`config.mk`:
```
export PLATFORM = sky130hd
export DESIGN_NAME = tvc_set_state
export DESIGN_NICKNAME = d
export VERILOG_FILES = /design/src/hdl/tvc_pkg.sv /design/src/hdl/tvc_set_state.sv
export SDC_FILE = /design/constraint.sdc
export NUM_CORES = 1
export LEC_CHECK = 0
export BUFFER_PORTS_ARGS = -buffer_cell sky130_fd_sc_hd__buf_2
export CORE_MARGIN = 1.5
export CORE_UTILIZATION = 60
export DETAILED_ROUTE_END_ITERATION = 16
export PLACE_DENSITY = 0.85
export SLEW_MARGIN = 20
export SYNTH_ARGS = -nofsm -noshare
export SYNTH_HDL_FRONTEND = slang
export SYNTH_SLANG_ARGS = --single-unit
```
`constraint.sdc`:
```
create_clock -name clock -period 3.23 [get_ports clock]
set_input_delay 0.323 -clock clock [delete_from_list [all_inputs] [get_ports clock]]
set_output_delay 0.323 -clock clock [all_outputs]
set_load 0.01 [all_outputs]
```
`src/hdl/tvc_pkg.sv`:
```
package tvc_pkg;

   localparam int SETS       = 128;
   localparam int KEY_BITS   = 32;
   localparam int VALUE_BITS = 32;
   localparam int SET_BITS   = $clog2(SETS);

   localparam int REQ_DATA_BITS = ((KEY_BITS + VALUE_BITS + 7) / 8) * 8;
   localparam int RSP_DATA_BITS = ((VALUE_BITS + 7) / 8) * 8;
   localparam int CMD_BITS      = 2;
   localparam int STATUS_BITS   = 3;

   typedef enum logic [CMD_BITS-1:0] {
      CMD_LOOKUP = 2'd0,
      CMD_FILL   = 2'd1,
      CMD_WRITE  = 2'd2,
      CMD_FLUSH  = 2'd3
   } cmd_type;

   typedef enum logic [STATUS_BITS-1:0] {
      ST_HIT         = 3'd0,
      ST_MISS        = 3'd1,
      ST_FILLED      = 3'd2,
      ST_WR_CACHED   = 3'd3,
      ST_WR_UNCACHED = 3'd4,
      ST_FLUSHED     = 3'd5
   } status_type;

   typedef logic [SET_BITS-1:0]   set_type;
   typedef logic [KEY_BITS-1:0]   key_type;
   typedef logic [VALUE_BITS-1:0] value_type;

   // Access to one way's key and value memories.
   typedef struct packed {
      logic      rd_en;
      set_type   rd_set;
      logic      wr_key_en;
      logic      wr_value_en;
      set_type   wr_set;
      key_type   wr_key;
      value_type wr_value;
   } mem_req_type;

   typedef struct packed {
      key_type   key;
      value_type value;
   } mem_entry_type;

   // Update of the per-set valid and recently-used bits.
   typedef struct packed {
      logic    flush;
      logic    set_valid0;
      logic    set_valid1;
      logic    set_recent;
      logic    recent_way;
      set_type set_index;
   } set_upd_type;

   typedef struct packed {
      logic valid0;
      logic valid1;
      logic recent;
   } set_info_type;

endpackage

```
`src/hdl/tvc_set_state.sv`:
```
module tvc_set_state (
   input  logic                  clock,
   input  logic                  reset,
   input  tvc_pkg::set_type      rd_set,
   input  tvc_pkg::set_upd_type  upd,
   output tvc_pkg::set_info_type info
);

   logic [tvc_pkg::SETS-1:0] valid0_ff, valid0_in;
   logic [tvc_pkg::SETS-1:0] valid1_ff, valid1_in;
   logic [tvc_pkg::SETS-1:0] recent_ff, recent_in;

   always_comb begin
      valid0_in = valid0_ff;
      valid1_in = valid1_ff;
      recent_in = recent_ff;
      if (upd.flush) begin
         valid0_in = '0;
         valid1_in = '0;
      end
      if (upd.set_valid0) begin
         valid0_in[upd.set_index] = 1'b1;
      end
      if (upd.set_valid1) begin
         valid1_in[upd.set_index] = 1'b1;
      end
      if (upd.set_recent) begin
         recent_in[upd.set_index] = upd.recent_way;
      end
   end

   always_ff @(posedge clock) begin
      if (reset) begin
         valid0_ff <= '0;
         valid1_ff <= '0;
         recent_ff <= '0;
      end else begin
         valid0_ff <= valid0_in;
         valid1_ff <= valid1_in;
         recent_ff <= recent_in;
      end
   end

   assign info.valid0 = valid0_ff[rd_set];
   assign info.valid1 = valid1_ff[rd_set];
   assign info.recent = recent_ff[rd_set];

   // A flush leaves no way valid anywhere.
   a_flush_clears: assert property (@(posedge clock) disable iff (reset)
      upd.flush |=> (valid0_ff == '0) && (valid1_ff == '0))
      else $error("flush left a valid way");

endmodule

```
==> out/qor.yml, run 1 <==
yosys:
  synth_warnings: 0
  yosys.area.top_type: "dfxtp_1"
  syn_area_um2: 17900
  synth_area_leaders: "dfxtp_1, mux4_2, a21oi_1"
  synth_cells: 1943
  synth_cell_types: 25
  yosys_register_bits: 384
  synth_top_cell_area_share_pct: 43.0
  syn_avg_cell_area_um2: 9.20
  synth_fp_nets: 1964
  synth-seq-area-share_pct: 43.0
routing:
  finalWirelength_mm: 48.9
  routed_via_density: 6.64
  drcViolationCount: 0
  first_pass_iters: 7
  wl_per_cell_um: 21.6
  vias: 15073
  initialDrtViolationCount: 2275
  ant_nets: 0
setup_path:
  crit_path_end_kind: "output port"
  reg2reg_to: "valid0_ff[106]$_SDFF_PP0_"
  timing.rr.start: "valid0_ff[106]$_SDFF_PP0_"
  cp.required_ns: 2.91
  crit_path_start_kind: "flip-flop"
  worst-path-max-fanout: 2
  reg2reg_depth: 3
  r2r_slack_ns: 2.32
  crit_type: "flip-flop to output port"
  cp.arrival_ns: 2.80
power_and_ir_drop:
  p_int_uw: 7560
  power.switching_uw: 2330
  comb_power_share_pct: 6.6
  p_per_area_nw_per_um2: 506
  p_leak_uw: 0.00689
  clock_power_share_pct: 45.3
  ir_drop_v: 0.000343
  seq_power_share_pct: 48.1
  swShare_pct: 23.6
grt:
  grt_pass1_vias: 14759
  grt_overflow: 0
  grt_max_degree: 129
  grt_pass1_wl_mm: 77.6
  grt_usage_pct: 31.4
  antenna_found_initial: 0
place:
  portBuffers: 23
  dp_cells: 2202
  hpwl_mm: 27.1
  routabilityCongestion: 0.804
worst_hold_path:
  hold_class: "input port to flip-flop"
  min_to: "valid1_ff[48]$_SDFF_PP0_"
  min_path_cells: 2
  min_from: "reset"
clock_network:
  cts_tree: "built"
  cts_buffers: 39
  cts_hold_buf: 0
  clock_latency_ns: 0.53
  cts-root-buf: "clkbuf_16"
  ctsLongestPathBuffers: 3
  post-cts-setup-buffers: 0
  cts.repair.resized: 0
  clkTransAtPathRegs_ns: 0.06
  clkSinkCount: 384
  htree_num_levels: 2
sta:
  maxSlewViolCount: 0
  rsz0062_at_grt: "no"
  finalHoldViolations: 0
  finalClockSkew_ns: 0
  report.final.setup_viol: 0
  finalSetupTns_ns: 0
  worst_pin_slew_ns: 1.04
  max_freq_mhz: 320
  slew_headroom_pct: 30.9
  timing.final.crit_share_pct: 96.8
  hold_ws_ns: 0.290
  layout_min_cycle_time_ns: 3.13
finish:
  fin_nets: 1874
  n_antenna_cell: 0
  fin_util_pct: 66.3
  synthToLayoutAreaGrowth_pct: 9.27
  layout_commonest_cell: "dfxtp_1"
  layout_common_cells: "dfxtp_1, a21oi_1, nor2_1"
  fin_cells: 2269
  drive_gt1_share_pct: 14.0
floorplanning:
  core-area_um2: 29500
  io_pins: 24
  rows: 63
  dieWidth_um: 176
  start_util_pct: 60.7
  dieArea_um2: 30800
  die_h_um: 176
outcome:
  status: "finished clean"
job:
  maxCapViolCount: 0
stage by stage:
stage	cell area [um^2]	worst slack (ns)	power, uW
6_report	19500	0.105	9890
5_1_grt	19500	0.0596	10100
4_1_cts	19500	0.115	9880
3_5_place_dp	18300	0.129	5490
3_3_place_gp	18300	0.155	5480
2_1_floorplan	17900	0.286	5280
synthesized netlist by cell type, drive strengths merged:
| master | number |
|---|---|
| a21oi | 352 |
| and2 | 1 |
| and3 | 1 |
| and3b | 3 |
| buf | 32 |
| clkbuf | 165 |
| dfxtp | 384 |
| mux2 | 3 |
| mux2i | 32 |
| mux4 | 126 |
| nand2 | 2 |
| nand2b | 2 |
| nand3 | 132 |
| nand3b | 9 |
| nor2 | 334 |
| nor2b | 258 |
| nor3 | 1 |
| nor3b | 4 |
| o31ai | 96 |
| or2 | 1 |
| or3 | 1 |
| or3b | 4 |
critical path, cell delays in order, from the launching register on:
cell and delay [ns]:
dfxtp_1 0.32, mux4_2 0.46, mux4_2 0.52, mux4_2 0.52, mux2_2 0.30, buf_2 0.15
power by group through the flow:
stage | sequential [uW] | clock, uW | combinational (uW)
2_1_floorplan | 4860 | 0 | 426
3_3_place_gp | 4860 | 0 | 622
3_5_place_dp | 4860 | 0 | 633
4_1_cts | 4750 | 4490 | 634
5_1_grt | 4750 | 4690 | 681
6_report | 4750 | 4480 | 655
routing by layer:
layer	track usage [%]	vias up	wire, um
met5	0	-	0
met4	17.8	0	2570
met3	5.50	211	4640
met2	49.9	940	23000
met1	40.7	7261	18700
li1	-	6661	-
worst max-delay path by stage:
stage,from,end,cells past startpoint
floorplan,rd_set[2],info[0],7
global placement,rd_set[0],info[0],7
detailed placement,rd_set[0],info[0],7
CTS,recent_ff[23]$_SDFFE_PP0P_,info[0],5
global route,rd_set[0],info[0],7
finish,recent_ff[23]$_SDFFE_PP0P_,info[0],5
cell families after synthesis:
family | after synthesis | synth area share (%)
mux | 161 | 17.8
compound gates | 448 | 13.9
flops | 384 | 43.0
buf+inv | 197 | 4.38
simple gates | 753 | 20.9
state kept, by name (all words and copies together) (netlist names):
register,cells
valid1_ff,128
valid0_ff,128
recent_ff,128
area by class of cell:
type,instances,area (um^2)
fill,2115,9940
multi-input combinational,1362,9440
sequential,384,7690
clock buffer,61,1170
timing repair buffer,66,669
tap,390,488
clock inverter,6,82.6
Power figures use the tool's default switching activity.
==> run 2: changes to the inputs <==
Settings changed: CORE_MARGIN 1.5 to 4, CTS_BUF_LIST set to sky130_fd_sc_hd__clkbuf_16.
==> run 2 against run 1 <==
Cell count increased by 0.18%. First-iteration DRC count fell by 11%. Total power rose by 4.8%. Sequential cell count did not move. Clock power rose by 10%. Critical path depth unchanged. Utilization is 1.7 points higher. Worst setup slack improved by 0.0065 ns.
==> out/qor.yml, run 2 (same netlist as run 1, synthesis figures left out) <==
sta:
  layout_min_cycle_time_ns: 3.12  # was 3.13 ns
  finalHoldViolations: 0  # unchanged
  finalSetupTns_ns: 0  # unchanged
  slew_headroom_pct: 37.5  # was 30.9%
  worst_pin_slew_ns: 0.937  # was 1.04 ns
  timing.final.crit_share_pct: 96.6  # was 96.8%
  max_freq_mhz: 321  # was 320 MHz
  report.final.setup_viol: 0  # unchanged
  finalClockSkew_ns: 0  # unchanged
  rsz0062_at_grt: "no"  # unchanged
  maxSlewViolCount: 0  # unchanged
setup_path:
  crit_top_cell: "mux4_2"  # unchanged
  cpPeakStageDelay_ns: 0.53  # was 0.52 ns
  crit_path_start_kind: "flip-flop"  # unchanged
  worst-path-max-fanout: 2  # unchanged
  cp.arrival_ns: 2.80  # about the same
  reg2reg_depth: 3  # unchanged
  cp.required_ns: 2.91  # about the same
  startpoint: "recent_ff[26]$_SDFFE_PP0P_"  # was recent_ff[23]$_SDFFE_PP0P_
  crit_type: "flip-flop to output port"  # unchanged
  r2r_slack_ns: 2.37  # was 2.32 ns
  crit_path_end_kind: "output port"  # unchanged
  worst_path_max_delay_cell: "mux4_2"  # unchanged
  reg2reg_to: "valid1_ff[84]$_SDFF_PP0_"  # was valid0_ff[106]$_SDFF_PP0_
  crit_path_cell_trace: "mux4_2, mux4_2, mux4_2, mux2_2, buf_2"  # unchanged
  timing.rr.start: "valid1_ff[84]$_SDFF_PP0_"  # was valid0_ff[106]$_SDFF_PP0_
clock_network:
  cts_hold_buf: 0  # unchanged
  clkSinkCount: 384  # unchanged
  cts_tree: "built"  # unchanged
  cts-root-buf: "clkbuf_16"  # unchanged
  clock_latency_ns: 0.51  # was 0.53 ns
  cts_buffers: 41  # was 39
  clkTransAtPathRegs_ns: 0.06  # about the same
  ctsLongestPathBuffers: 3  # unchanged
  cts.repair.resized: 0  # unchanged
  htree_num_levels: 2  # unchanged
  post-cts-setup-buffers: 0  # unchanged
routing:
  first_pass_iters: 7  # unchanged
  finalWirelength_mm: 48.9  # about the same
  routed_via_density: 6.65  # was 6.64
  drcViolationCount: 0  # unchanged
  wl_per_cell_um: 21.5  # was 21.6 um
  initialDrtViolationCount: 2026  # was 2275
  ant_nets: 0  # unchanged
  vias: 15119  # was 15073
place:
  portBuffers: 23  # unchanged
  hpwl_mm: 27.5  # was 27.1 mm
  routabilityCongestion: 0.849  # was 0.804
finish:
  multi_input_area_um2: 9440  # unchanged
  n_antenna_cell: 0  # unchanged
  top_regs: "recent_ff x128, valid0_ff x128, valid1_ff x128"  # unchanged
  layout_commonest_cell: "dfxtp_1"  # unchanged
  seq_area_um2: 7690  # unchanged
  fillerInstances: 2048  # was 2115
  synthToLayoutAreaGrowth_pct: 10.3  # was 9.27%
  drive_gt1_share_pct: 14.6  # was 14.0%
  layout_common_cells: "dfxtp_1, a21oi_1, nor2_1"  # unchanged
  fin_nets: 1883  # was 1874
power_and_ir_drop:
  ir_drop_v: 0.000410  # was 0.000343 V
  power_uw: 10400  # was 9890 uW
  p_per_area_nw_per_um2: 525  # was 506 nW/um^2
  p_leak_uw: 0.00702  # was 0.00689 uW
outcome:
  status: "finished clean"  # unchanged
worst_hold_path:
  min_to: "valid1_ff[1]$_SDFF_PP0_"  # was valid1_ff[48]$_SDFF_PP0_
  hold_class: "input port to flip-flop"  # unchanged
  min_path_cells: 2  # unchanged
  min_from: "reset"  # unchanged
floorplanning:
  io_pins: 24  # unchanged
  rows: 62  # was 63
  dieWidth_um: 181  # was 176 um
  dieArea_um2: 32600  # was 30800 um^2
  start_util_pct: 61.6  # was 60.7%
  core-area_um2: 29000  # was 29500 um^2
  die_h_um: 181  # was 176 um
grt:
  grt_max_degree: 138  # was 129
  grt_usage_pct: 28.8  # was 31.4%
  antenna_found_initial: 0  # unchanged
  grt_pass1_vias: 14870  # was 14759
  grt_pass1_wl_mm: 78.3  # was 77.6 mm
  grt_overflow: 0  # unchanged
job:
  maxCapViolCount: 0  # unchanged
==> run 2: cell types whose count changed in the layout (fill, tap and decap cells not counted), moves of 2 or more <==
| cell | change |
|---|---|
| clkinv_1 | +4 |
| clkbuf_1 | -13 |
| clkbuf_8 | -7 |
| clkinv_2 | +3 |
| clkbuf_16 | +2 |
| inv_1 | +6 |
| buf_4 | +8 |
| bufinv_16 | +6 |
==> run 2: final cells by class <==
class / instances / share of cell area, %
clock buffer: 43 / 5.45
clock inverter: 27 / 1.69
multi-input combinational: 1362 / 47.9
sequential: 384 / 39.0
tap: 384 / 2.44
timing repair buffer: 73 / 3.60
==> run 2: through the flow <==
| step | utilization, % | cells | hold slack (ns) | setup slack, ns | area, um^2 |
|---|---|---|---|---|---|
| after floorplan | - | 1943 | 0.445 | 0.286 | 17900 |
| after global placement | 63.1 | 2203 | 0.452 | 0.198 | 18300 |
| after detailed placement | 63.1 | 2203 | 0.459 | 0.158 | 18300 |
| after CTS | 68.0 | 2273 | 0.320 | 0.140 | 19700 |
| after global routing | 68.0 | 2273 | 0.335 | 0.0742 | 19700 |
| final | 68.0 | 2273 | 0.282 | 0.111 | 19700 |
==> run 2: where the power goes <==
group | internal (uW) | switching [uW]
Sequential | 4750 | 6.62
Combinational | 170 | 488
Clock | 3040 | 1910
Total | 7950 | 2410
==> run 2: how the worst max path moves through the flow <==
stage               cells past startpoint  endpoint
floorplan                               7   info[0]
global placement                        7   info[0]
detailed placement                      7   info[0]
CTS                                     5   info[1]
global route                            7   info[0]
finish                                  5   info[0]
==> run 2: worst max-delay path, delay by kind of cell (launching register included) <==
kind | cells | cell delay, ns
flops | 1 | 0.33
buf+inv | 1 | 0.14
mux | 4 | 1.81
==> run 2: layer usage <==
layer / vias to the layer above / GRT usage (%) / part of all wire, %
li1: 6686 / - / -
met1: 7245 / 37.1 / 38
met2: 954 / 46.9 / 47
met3: 234 / 5.43 / 9.7
met4: 0 / 14.5 / 5.1
met5: - / 0 / 0
